## config.mk

```make
export PLATFORM = sky130hd
export DESIGN_NAME = transfer_function_iir_filter_unit
export DESIGN_NICKNAME = d
export VERILOG_FILES = /design/src/rtl/core/tfiir_pkg.sv /design/src/rtl/core/transfer_function_iir_filter_unit.sv /design/src/rtl/core/tfiir_dp.sv /design/src/rtl/core/tfiir_ctrl.sv
export SDC_FILE = /design/constraint.sdc
export NUM_CORES = 2
export LEC_CHECK = 0
export BUFFER_PORTS_ARGS = -buffer_cell sky130_fd_sc_hd__buf_4
export CAP_MARGIN = 25
export CORE_MARGIN = 1
export CORE_UTILIZATION = 53
export CTS_BUF_LIST = sky130_fd_sc_hd__clkbuf_16
export DETAILED_ROUTE_END_ITERATION = 12
export HOLD_SLACK_MARGIN = 0.12
export PLACE_DENSITY = 0.79
export SLEW_MARGIN = 20
export SYNTH_ARGS = -nofsm -noshare
export SYNTH_HDL_FRONTEND = slang
export SYNTH_SLANG_ARGS = --single-unit
```

## constraint.sdc

```tcl
create_clock -name clk -period 22.4 [get_ports clk]
set_clock_uncertainty 0.15 [all_clocks]
set_input_delay 2.24 -clock clk [delete_from_list [all_inputs] [get_ports clk]]
set_output_delay 2.24 -clock clk [all_outputs]
set_load 0.005 [all_outputs]
```

## src/rtl/core/tfiir_pkg.sv

```systemverilog
`default_nettype none
package tfiir_pkg;

  localparam int SAMPLE_W   = 16;
  localparam int COEFF_W    = 16;
  localparam int COEFF_FRAC = 14;
  localparam int ORDER_W    = 2;
  localparam int DEF_ORDER  = 2;
  localparam int NUM_TAPS   = 5;
  localparam int TAP_W      = $clog2(NUM_TAPS);
  localparam int PROD_W     = SAMPLE_W + COEFF_W;
  localparam int ACC_W      = PROD_W + $clog2(NUM_TAPS);
  localparam int QCNT_W     = $clog2(ACC_W);
  localparam int CFG_ADDR_W = 3;
  localparam int SAT_MAX    = 2 ** (SAMPLE_W - 1) - 1;
  localparam int SAT_MIN    = -(2 ** (SAMPLE_W - 1));

  typedef enum logic [CFG_ADDR_W-1:0] {
    REG_ORDER = 3'd0,
    REG_FEED0 = 3'd1,
    REG_FEED1 = 3'd2,
    REG_FEED2 = 3'd3,
    REG_NORM  = 3'd4,
    REG_BACK1 = 3'd5,
    REG_BACK2 = 3'd6
  } cfg_reg_t;

  typedef enum logic [TAP_W-1:0] {
    TAP_FEED0 = 3'd0,
    TAP_FEED1 = 3'd1,
    TAP_BACK1 = 3'd2,
    TAP_FEED2 = 3'd3,
    TAP_BACK2 = 3'd4
  } tap_t;

  typedef struct packed {
    logic load_in;
    logic mac_start;
    logic mul_en;
    tap_t tap;
    logic div_start;
    logic div_step;
    logic finish;
  } tfiir_cmd_t;

  typedef struct packed {
    logic div_last;
  } tfiir_sts_t;

endpackage
`default_nettype wire

```

## src/rtl/core/transfer_function_iir_filter_unit.sv

```systemverilog
// Channel   Direction  Payload
// in_       slave      tdata[15:0] sample_in
// out_      master     tdata[15:0] sample_out; tuser[0] clipped, tuser[1] divide_fault
// cfg_      write      addr = register index, wdata[15:0] register value
//
// From acceptance to its registered result, each request passes through
// five multiply-accumulate steps on one shared multiplier, a drain state,
// a divider load state, a 35-step restoring divider, and a final saturation state.
// No new request is accepted until the cycle after the final state.
// A stalled result holds the block in its final cycle only once a second result waits.
// Reset is synchronous, active low; clears sample history, sets default config.
`default_nettype none
module transfer_function_iir_filter_unit (
  input  wire logic                                clk,
  input  wire logic                                rst_n,
  input  wire logic                                in_tvalid,
  output logic                                     in_tready,
  input  wire logic [tfiir_pkg::SAMPLE_W-1:0]      in_tdata,   // sample_in
  output logic                                     out_tvalid,
  input  wire logic                                out_tready,
  output logic [tfiir_pkg::SAMPLE_W-1:0]           out_tdata,  // sample_out
  output logic [1:0]                               out_tuser,  // clipped, divide_fault
  input  wire logic                                cfg_wr_en,
  input  wire logic [tfiir_pkg::CFG_ADDR_W-1:0]    cfg_addr,
  input  wire logic [tfiir_pkg::COEFF_W-1:0]       cfg_wdata
);
  import tfiir_pkg::*;

  tfiir_cmd_t cmd;
  tfiir_sts_t sts;
  logic       out_clip;
  logic       out_fault;

  tfiir_ctrl u_ctrl (
    .clk        (clk),
    .rst_n      (rst_n),
    .in_tvalid  (in_tvalid),
    .in_tready  (in_tready),
    .out_tvalid (out_tvalid),
    .out_tready (out_tready),
    .sts        (sts),
    .cmd        (cmd)
  );

  tfiir_dp u_dp (
    .clk        (clk),
    .rst_n      (rst_n),
    .cfg_wr_en  (cfg_wr_en),
    .cfg_addr   (cfg_addr),
    .cfg_wdata  (cfg_wdata),
    .in_sample  (in_tdata),
    .cmd        (cmd),
    .sts        (sts),
    .out_sample (out_tdata),
    .out_clip   (out_clip),
    .out_fault  (out_fault)
  );

  assign out_tuser = {out_fault, out_clip};

endmodule
`default_nettype wire

```

## src/rtl/core/tfiir_dp.sv

```systemverilog
`default_nettype none
module tfiir_dp (
  input  wire logic                                 clk,
  input  wire logic                                 rst_n,
  input  wire logic                                 cfg_wr_en,
  input  wire logic [tfiir_pkg::CFG_ADDR_W-1:0]     cfg_addr,
  input  wire logic [tfiir_pkg::COEFF_W-1:0]        cfg_wdata,
  input  wire logic [tfiir_pkg::SAMPLE_W-1:0]       in_sample,
  input  wire tfiir_pkg::tfiir_cmd_t                cmd,
  output tfiir_pkg::tfiir_sts_t                     sts,
  output logic [tfiir_pkg::SAMPLE_W-1:0]            out_sample,
  output logic                                      out_clip,
  output logic                                      out_fault
);
  import tfiir_pkg::*;

  localparam int QW = ACC_W + 1;
  localparam logic signed [QW-1:0] Q_HI = QW'(SAT_MAX);
  localparam logic signed [QW-1:0] Q_LO = QW'(SAT_MIN);

  logic [ORDER_W-1:0]         order_r;
  logic signed [COEFF_W-1:0]  feed0_r, feed1_r, feed2_r, norm_r, back1_r, back2_r;
  logic signed [SAMPLE_W-1:0] x_r, pin0_r, pin1_r, pout0_r, pout1_r;

  logic signed [PROD_W-1:0]   prod_r;
  logic                       prod_vld_r, sub_r;
  logic signed [ACC_W-1:0]    acc_r;

  logic [COEFF_W-1:0]         rem_r, dsr_r;
  logic [ACC_W-1:0]           quo_r;
  logic [QCNT_W-1:0]          cnt_r;
  logic                       neg_r, fault_r;

  logic [SAMPLE_W-1:0]        out_sample_r;
  logic                       out_clip_r, out_fault_r;

  logic signed [COEFF_W-1:0]  mul_a;
  logic signed [SAMPLE_W-1:0] mul_b;
  logic signed [PROD_W-1:0]   mul_p;
  logic                       tap_on, tap_sub;
  logic [ACC_W-1:0]           acc_mag;
  logic [COEFF_W-1:0]         norm_mag;
  logic [COEFF_W:0]           rem_sh, rem_sub;
  logic                       rem_ge;
  logic signed [QW-1:0]       quo_s;
  logic signed [SAMPLE_W-1:0] y_val;
  logic                       y_clip;

  always_comb begin
    mul_a   = feed0_r;
    mul_b   = x_r;
    tap_on  = 1'b1;
    tap_sub = 1'b0;
    unique case (cmd.tap)
      TAP_FEED0: begin
        mul_a = feed0_r;
        mul_b = x_r;
      end
      TAP_FEED1: begin
        mul_a  = feed1_r;
        mul_b  = pin0_r;
        tap_on = (order_r != '0);
      end
      TAP_BACK1: begin
        mul_a   = back1_r;
        mul_b   = pout0_r;
        tap_on  = (order_r != '0);
        tap_sub = 1'b1;
      end
      TAP_FEED2: begin
        mul_a  = feed2_r;
        mul_b  = pin1_r;
        tap_on = order_r[1];
      end
      TAP_BACK2: begin
        mul_a   = back2_r;
        mul_b   = pout1_r;
        tap_on  = order_r[1];
        tap_sub = 1'b1;
      end
      default: tap_on = 1'b0;
    endcase
  end

  assign mul_p    = mul_a * mul_b;
  assign acc_mag  = acc_r[ACC_W-1] ? ACC_W'(-acc_r) : ACC_W'(acc_r);
  assign norm_mag = norm_r[COEFF_W-1] ? COEFF_W'(-norm_r) : COEFF_W'(norm_r);
  assign rem_sh   = {rem_r, quo_r[ACC_W-1]};
  assign rem_sub  = rem_sh - {1'b0, dsr_r};
  assign rem_ge   = (rem_sh >= {1'b0, dsr_r});
  assign quo_s    = neg_r ? -$signed({1'b0, quo_r}) : $signed({1'b0, quo_r});

  always_comb begin
    y_val  = '0;
    y_clip = 1'b0;
    priority if (fault_r) begin
      y_val = '0;
    end else if (quo_s > Q_HI) begin
      y_val  = SAMPLE_W'(SAT_MAX);
      y_clip = 1'b1;
    end else if (quo_s < Q_LO) begin
      y_val  = SAMPLE_W'(SAT_MIN);
      y_clip = 1'b1;
    end else begin
      y_val = quo_s[SAMPLE_W-1:0];
    end
  end

  always_ff @(posedge clk) begin
    if (!rst_n) begin
      order_r <= ORDER_W'(DEF_ORDER);
      feed0_r <= COEFF_W'(2 ** COEFF_FRAC);
      feed1_r <= '0;
      feed2_r <= '0;
      norm_r  <= COEFF_W'(2 ** COEFF_FRAC);
      back1_r <= '0;
      back2_r <= '0;
    end else if (cfg_wr_en) begin
      unique case (cfg_reg_t'(cfg_addr))
        REG_ORDER: order_r <= cfg_wdata[ORDER_W-1:0];
        REG_FEED0: feed0_r <= cfg_wdata;
        REG_FEED1: feed1_r <= cfg_wdata;
        REG_FEED2: feed2_r <= cfg_wdata;
        REG_NORM:  norm_r  <= cfg_wdata;
        REG_BACK1: back1_r <= cfg_wdata;
        REG_BACK2: back2_r <= cfg_wdata;
        default: ;
      endcase
    end
  end

  always_ff @(posedge clk) begin
    if (!rst_n) begin
      pin0_r  <= '0;
      pin1_r  <= '0;
      pout0_r <= '0;
      pout1_r <= '0;
    end else if (cmd.finish) begin
      if (order_r != '0) begin
        pin1_r  <= pin0_r;
        pout1_r <= pout0_r;
      end
      pin0_r  <= x_r;
      pout0_r <= y_val;
    end
  end

  always_ff @(posedge clk) begin
    if (!rst_n) begin
      prod_vld_r <= 1'b0;
    end else begin
      prod_vld_r <= cmd.mul_en;
    end
  end

  always_ff @(posedge clk) begin
    if (cmd.load_in) begin
      x_r <= in_sample;
    end
    if (cmd.mul_en) begin
      prod_r <= tap_on ? mul_p : '0;
      sub_r  <= tap_sub;
    end
    if (cmd.mac_start) begin
      acc_r <= '0;
    end else if (prod_vld_r) begin
      acc_r <= sub_r ? acc_r - ACC_W'(prod_r) : acc_r + ACC_W'(prod_r);
    end
    if (cmd.div_start) begin
      rem_r   <= '0;
      quo_r   <= acc_mag;
      dsr_r   <= norm_mag;
      neg_r   <= acc_r[ACC_W-1] ^ norm_r[COEFF_W-1];
      fault_r <= (norm_r == '0);
      cnt_r   <= '0;
    end else if (cmd.div_step) begin
      rem_r <= rem_ge ? rem_sub[COEFF_W-1:0] : rem_sh[COEFF_W-1:0];
      quo_r <= {quo_r[ACC_W-2:0], rem_ge};
      cnt_r <= cnt_r + 1'b1;
    end
    if (cmd.finish) begin
      out_sample_r <= y_val;
      out_clip_r   <= y_clip;
      out_fault_r  <= fault_r;
    end
  end

  assign sts.div_last = (cnt_r == QCNT_W'(ACC_W - 1));
  assign out_sample   = out_sample_r;
  assign out_clip     = out_clip_r;
  assign out_fault    = out_fault_r;

endmodule
`default_nettype wire

```

## src/rtl/core/tfiir_ctrl.sv

```systemverilog
`default_nettype none
module tfiir_ctrl (
  input  wire logic                  clk,
  input  wire logic                  rst_n,
  input  wire logic                  in_tvalid,
  output logic                       in_tready,
  output logic                       out_tvalid,
  input  wire logic                  out_tready,
  input  wire tfiir_pkg::tfiir_sts_t sts,
  output tfiir_pkg::tfiir_cmd_t      cmd
);
  import tfiir_pkg::*;

  typedef enum logic [2:0] {
    ST_IDLE,
    ST_MAC,
    ST_DRAIN,
    ST_DIV_LOAD,
    ST_DIV,
    ST_FIN
  } state_t;

  state_t             state_r;
  logic [TAP_W-1:0]   tap_r;
  logic               out_tvalid_r;
  logic               out_free;

  assign in_tready = (state_r == ST_IDLE);
  assign out_free  = !out_tvalid_r || out_tready;

  always_comb begin
    cmd           = '0;
    cmd.tap       = tap_t'(tap_r);
    cmd.load_in   = in_tvalid && in_tready;
    cmd.mac_start = in_tvalid && in_tready;
    cmd.mul_en    = (state_r == ST_MAC);
    cmd.div_start = (state_r == ST_DIV_LOAD);
    cmd.div_step  = (state_r == ST_DIV);
    cmd.finish    = (state_r == ST_FIN) && out_free;
  end

  always_ff @(posedge clk) begin
    if (!rst_n) begin
      state_r      <= ST_IDLE;
      tap_r        <= '0;
      out_tvalid_r <= 1'b0;
    end else begin
      if (cmd.finish) begin
        out_tvalid_r <= 1'b1;
      end else if (out_tready) begin
        out_tvalid_r <= 1'b0;
      end
      unique case (state_r)
        ST_IDLE: begin
          tap_r <= '0;
          if (in_tvalid) begin
            state_r <= ST_MAC;
          end
        end
        ST_MAC: begin
          tap_r <= tap_r + 1'b1;
          if (tap_r == TAP_W'(NUM_TAPS - 1)) begin
            state_r <= ST_DRAIN;
          end
        end
        ST_DRAIN:    state_r <= ST_DIV_LOAD;
        ST_DIV_LOAD: state_r <= ST_DIV;
        ST_DIV: begin
          if (sts.div_last) begin
            state_r <= ST_FIN;
          end
        end
        ST_FIN: begin
          if (out_free) begin
            state_r <= ST_IDLE;
          end
        end
        default: state_r <= ST_IDLE;
      endcase
    end
  end

  assign out_tvalid = out_tvalid_r;

  a_cmd_onehot: assert property (@(posedge clk) disable iff (!rst_n)
    $onehot0({cmd.load_in, cmd.mul_en, cmd.div_start, cmd.div_step, cmd.finish}))
    else $error("more than one datapath command at once");

  a_accept_to_mac: assert property (@(posedge clk) disable iff (!rst_n)
    cmd.load_in |=> (state_r == ST_MAC) && (tap_r == '0))
    else $error("accepted request did not start the tap sequence");

  a_div_to_fin: assert property (@(posedge clk) disable iff (!rst_n)
    (state_r == ST_DIV) && sts.div_last |=> (state_r == ST_FIN))
    else $error("divider finished without leaving the divide state");

  a_finish_no_overwrite: assert property (@(posedge clk) disable iff (!rst_n)
    cmd.finish |-> (!out_tvalid_r || out_tready))
    else $error("result register overwritten while still held");

endmodule
`default_nettype wire
```

Word level (Yosys, flattened, before mapping):

Index checks and enable logic that the tools add are counted.

* $lt $le $gt $ge: 3
* bitwise gates (word level): 1
* multiplexer cells: 24
* reduce and logical (&&, ||, !) cells: 24
* add/subtract/negate cells: 8
* eq/ne operators: 20
* multipliers: 1

Operators with widths (count)
* 2-to-1 mux 35 bit: 4
* case mux 16 bit (4 select lines): 2
* 2-to-1 mux 16 bit: 4
* > comparator 36 x 16 -> 1 bit, second input constant: 1
* less-than comparator 36 x 16 -> 1 bit, second input constant: 1
* 2-to-1 mux 36 bit: 1
* negation 35 -> 36 bit: 1
* adder 35 x 32 -> 35 bit: 1
* negation 35 bit: 1
* subtractor 35 x 32 -> 35 bit: 1
* multiplier 16 x 16 -> 32 bit: 1
* == test 3 x 2 -> 1 bit, second input constant: 6
* == test 3 bit, second input constant: 6
* case mux 3 bit (6 select lines): 1
* >= comparator 17 x 16 -> 1 bit: 1
* zero test 16 bit: 1
* negation 16 bit: 1
* AND reduction 2 bit: 8
* subtractor 16 bit: 1
* 2-to-1 mux 15 bit: 1
* 2-to-1 mux 3 bit: 4
* == test 3 x 1 -> 1 bit, second input constant: 3
* zero test 3 bit: 3
* nonzero test 2 bit: 4
* other kinds (14): 23

* logic and storage cells: 110
* register bits: 347

Longest topological paths before layout:

* depth after elaboration: 6
* mapped depth: 32

By module:

Synthesis repeated with hierarchy kept, for this count alone.

* cell total of the unflattened synthesis: 3342
* area, all modules: 28972.8 µm²

By module, submodules not included
* tfiir_dp: area each 28523.6 µm², sequential area each 8007.7 µm², times used 1, cells each 3290
* tfiir_ctrl: area each 434.2 µm², sequential area each 140.1 µm², times used 1, cells each 50
* transfer_function_iir_filter_unit: area each 15.0 µm², sequential area each 0.0 µm², times used 1, cells each 2

Worst setup path after synthesis:

OpenSTA, ideal clock, no wires.

* kind: register -> register
* from: register u_ctrl.tap_r[0]
* to: register u_dp.prod_r[30], data pin
* stages on the path, launching flop included: 28
* path buffers: 2
* setup slack: 13.920 ns
* arrival time: 8.067 ns
* setup time: 0.263 ns
* cells stage by stage: dfxtp_1 inv_1 ha_1 or3_1 mux2i_1 clkbuf_1 clkbuf_1 mux2i_1 nor2_1 fa_1 inv_1 fa_1 fa_1 fa_1 inv_1 fa_1 inv_1 fa_1 inv_1 ha_1 and4_1 a2111oi_0 a21oi_1 o21ai_0 o21ai_0 o41ai_1 o21ai_0 mux2i_1

* longest elaborated chain between the ends: 3
* elaborated cells between the ends (all ways): 11

RTL lines
* start, declared: line tfiir_ctrl.sv:24 `logic [TAP_W-1:0] tap_r;`
* start signal, assigned: line tfiir_ctrl.sv:61 `tap_r <= tap_r + 1'b1;`
* == test 3 bit (tied with other cells): line tfiir_dp.sv:54 `unique case (cmd.tap)`
* case mux 16 bit (4 select lines) or OR reduction 2 bit (tied branches)
* multiplier 16 x 16 -> 32 bit or case mux 1 bit (3 select lines) (tied branches): line tfiir_dp.sv:85, tfiir_dp.sv:54
* end signal, assigned: line tfiir_dp.sv:161 `prod_r <= tap_on ? mul_p : '0;`
* end, declared: line tfiir_dp.sv:25 `logic signed [PROD_W-1:0] prod_r;`

Parallel ways exist; a longest one is shown, timed or not.
A chain may end at the register's enable or synchronous reset.

Final worst setup path:

Same ends and word-level chain as after synthesis.

==> results.py <==
metrics = {
    "outcome": {
        "status": "finished, final reports clean",
    },
    "min_path": {
        "hold_end": "u_dp.rem_r[15]",
        "hold_start": "u_dp.rem_r[15]",
        "whs_path_depth": 2,
        "hold_class": "reg -> reg",
    },
    "pwr": {
        "finalPower_uw": 2097,
        "leakagePower_uw": 0.01353,
        "vdd_ir_drop_max_v": 0.00006532,
        "power_density_nw_per_um2": 66.29,
    },
    "synthesis": {
        "synth_nets": 3799,
        "syn_area_um2": 29280,
        "ys_ff_latch": 347,
        "ys_seq_area_share_pct": 27.83,
        "syn_inst": 3352,
        "synth-edff-count": 120,
        "yosysUniqueCellTypes": 86,
        "synth_warnings": 0,
        "async_reset_ff_share_pct": 0,
        "ys.flop_type": "dfxtp_1",
        "avgSynthCellArea_um2": 8.734,
    },
    "global_routing": {
        "grt_use_total_pct": 25.67,
        "grt_pass1_vias": 23110,
        "antenna_found_initial": 0,
        "grt_overflow": 0,
        "grt_pass1_wl_um": 117500,
        "grt_max_degree": 113,
    },
    "finish": {
        "nNetsFinal": 3792,
        "drive_above_1_share_pct": 7.585,
        "layout_common_cells": "nand2_1, inv_1, nor2_1, fa_1, dfxtp_1",
        "nFillCells": 4683,
        "mostFrequentLayoutCell": "nand2_1",
        "reg_top3": "u_dp.acc_r x35, u_dp.quo_r x35, u_dp.prod_r x32",
        "area_growth_pct": 8.065,
        "diodes": 0,
    },
    "floorplan": {
        "rows": 85,
        "die_y_um": 237.0,
        "die_w_um": 237.0,
        "die-area_um2": 56180,
        "core-area_um2": 54240,
        "initial_core_util_pct": 53.97,
        "io_pins": 60,
    },
    "cts": {
        "hold_buffers": 0,
        "postCtsSetupBuffers": 0,
        "cts_resized": 0,
        "cts.sinks": 347,
        "h-tree-depth": 2,
        "insertion_delay_ns": 0.56,
        "ctsRootBufferMaster": "clkbuf_16",
        "cts_buffers": 39,
        "tritoncts": "built",
        "max-clock-path-buffers": 3,
        "clk_pin_slew_ns": 0.06,
    },
    "sta": {
        "fmax_mhz": 108.8,
        "relSlewSlack_pct": 32.96,
        "drv_slew": 0,
        "hold_viol_final": 0,
        "fin_setup_tns_ns": 0,
        "setup_violations": 0,
        "finalCriticalPeriod_ns": 9.195,
        "worstMarginPinSlew_ns": 1.003,
        "rsz0062_at_grt": "no",
        "fin_crit_sh_pct": 41.05,
    },
    "setup_path": {
        "worstPathArrival_ns": 9.35,
        "start_kind": "register",
        "rr_endpoint": "u_dp.prod_r[30]",
        "max_stage_delay_ns": 0.74,
        "crit_family": "adder cells",
        "r2r_start": "u_ctrl.tap_r[0]",
        "r2r_slack_ns": 13.20,
        "cp_common_cell": "fa_1",
        "critPathBufInv": 6,
        "cp_max_fo": 59,
        "crit_slowest_cell": "mux2i_1",
        "reg2reg_depth": 26,
        "crit_path_end_kind": "register",
        "required_ns": 22.55,
        "critPathKind": "reg -> reg",
    },
    "route": {
        "drc": 0,
        "drt_iter0_drc": 1804,
        "drt.antenna.violating_nets": 0,
        "vias": 23460,
        "routed_wl_um": 69930,
        "wl_per_cell_um": 17.18,
        "firstDrtPassIters": 6,
        "viasPerCell": 5.762,
    },
    "run": {
        "max_cap_viol_count": 0,
    },
    "placement": {
        "dp_hpwl_um": 53190,
        "place_congestion": 0.9388,
        "port_buffers": 59,
    },
}
[cells by family (layout without fill, tap and decap cells)]
kind of cell / after synthesis / count (layout) / synth area share [%]
and+or+nand+nor: 1172 / 1172 / 18.09
adders and majority gates: 407 / 407 / 24.16
xor gates and xnor gates: 165 / 165 / 4.936
DFF: 347 / 347 / 27.83
muxes: 78 / 78 / 2.744
buffers and inverters: 547 / 570 / 7.129
AOI/OAI and AO/OA: 636 / 636 / 15.11
[power by group]
part	switching, µW	leakage [µW]	internal (µW)
Sequential	61.4	0.00295	699
Clock	267	0.000659	375
Combinational	401	0.00992	295
Total	729	0.0135	1370
[routing by layer]
layer / wire length, µm / vias to the layer above / global-route usage (%)
li1: - / 11160 / -
met1: 30570 / 11380 / 34.63
met4: 2739 / 0 / 10.31
met2: 32630 / 758 / 42.12
met5: 0 / - / 0
met3: 3994 / 158 / 2.926
[layout make-up]
type | count | area [µm²] | area share [%]
clock inverters | 29 | 237.7 | 0.7514
flip-flops and latches | 347 | 8149 | 25.76
clock buffers | 42 | 1051 | 3.322
multi-input cells | 2458 | 19080 | 60.30
inverters | 400 | 1501 | 4.746
well taps | 696 | 870.8 | 2.753
repair buffers | 99 | 750.7 | 2.373
[Yosys cell counts, types with 8 or more instances]
cell / n / share of area (%)
a211oi_1: 13 / 0.33
a21boi_0: 152 / 3.9
a21o_1: 36 / 0.92
a21oi_1: 103 / 1.8
a22oi_1: 62 / 1.6
a31oi_1: 10 / 0.21
and2_1: 17 / 0.36
and3_1: 9 / 0.19
clkbuf_1: 130 / 1.7
dfxtp_1: 227 / 16
edfxtp_1: 120 / 12
fa_1: 264 / 18
ha_1: 143 / 6.1
inv_1: 399 / 5.1
mux2_2: 17 / 0.65
mux2i_1: 60 / 2.1
nand2_1: 536 / 6.9
nand2b_1: 42 / 0.90
nand3_1: 44 / 0.75
nand4_1: 14 / 0.30
nor2_1: 288 / 3.7
nor2_2: 8 / 0.17
nor2b_1: 24 / 0.51
nor3_1: 49 / 0.84
nor4_1: 22 / 0.47
o21a_1: 19 / 0.49
o21ai_0: 111 / 1.9
o221a_2: 16 / 0.62
o31ai_1: 24 / 0.62
o41ai_1: 13 / 0.39
or2_2: 36 / 0.77
or3_1: 27 / 0.58
or4_1: 18 / 0.46
xnor2_1: 92 / 2.8
xor2_1: 73 / 2.2
[worst min-delay path, delay by kind of cell (launching register included)]
kind	cells	cell delay, ns
DFF	1	0.33
and+or+nand+nor	1	0.04
AOI/OAI and AO/OA	1	0.05
[through the flow]
| stage | std cells | util, % | setup WS (ns) | cell area, µm² | hold WS (ns) |
|---|---|---|---|---|---|
| final | 4071 | 58.33 | 13.20 | 31640 | 0.3085 |
| after global routing | 4071 | 58.33 | 12.57 | 31640 | 0.3280 |
| after CTS | 4070 | 58.30 | 13.24 | 31620 | 0.3145 |
| after detailed placement | 3999 | 55.92 | 13.32 | 30330 | 0.3027 |
| after global placement | 3999 | 55.92 | 13.53 | 30330 | 0.2969 |
| after floorplan | 3352 | - | 13.92 | 29280 | 0.2765 |
[worst max-delay path by stage]
stage | from | to | slack, ns | depth (start not counted)
2_1_floorplan | u_ctrl.tap_r[0] | u_dp.prod_r[30] | 13.92 | 27
3_5_place_dp | u_ctrl.tap_r[0] | u_dp.prod_r[30] | 13.32 | 26
4_1_cts | u_ctrl.tap_r[0] | u_dp.prod_r[30] | 13.24 | 26
5_1_grt | u_ctrl.tap_r[0] | u_dp.prod_r[30] | 12.57 | 26
3_3_place_gp | u_ctrl.tap_r[0] | u_dp.prod_r[30] | 13.53 | 26
6_report | u_ctrl.tap_r[0] | u_dp.prod_r[30] | 13.20 | 26
Power figures use the tool's default switching activity.
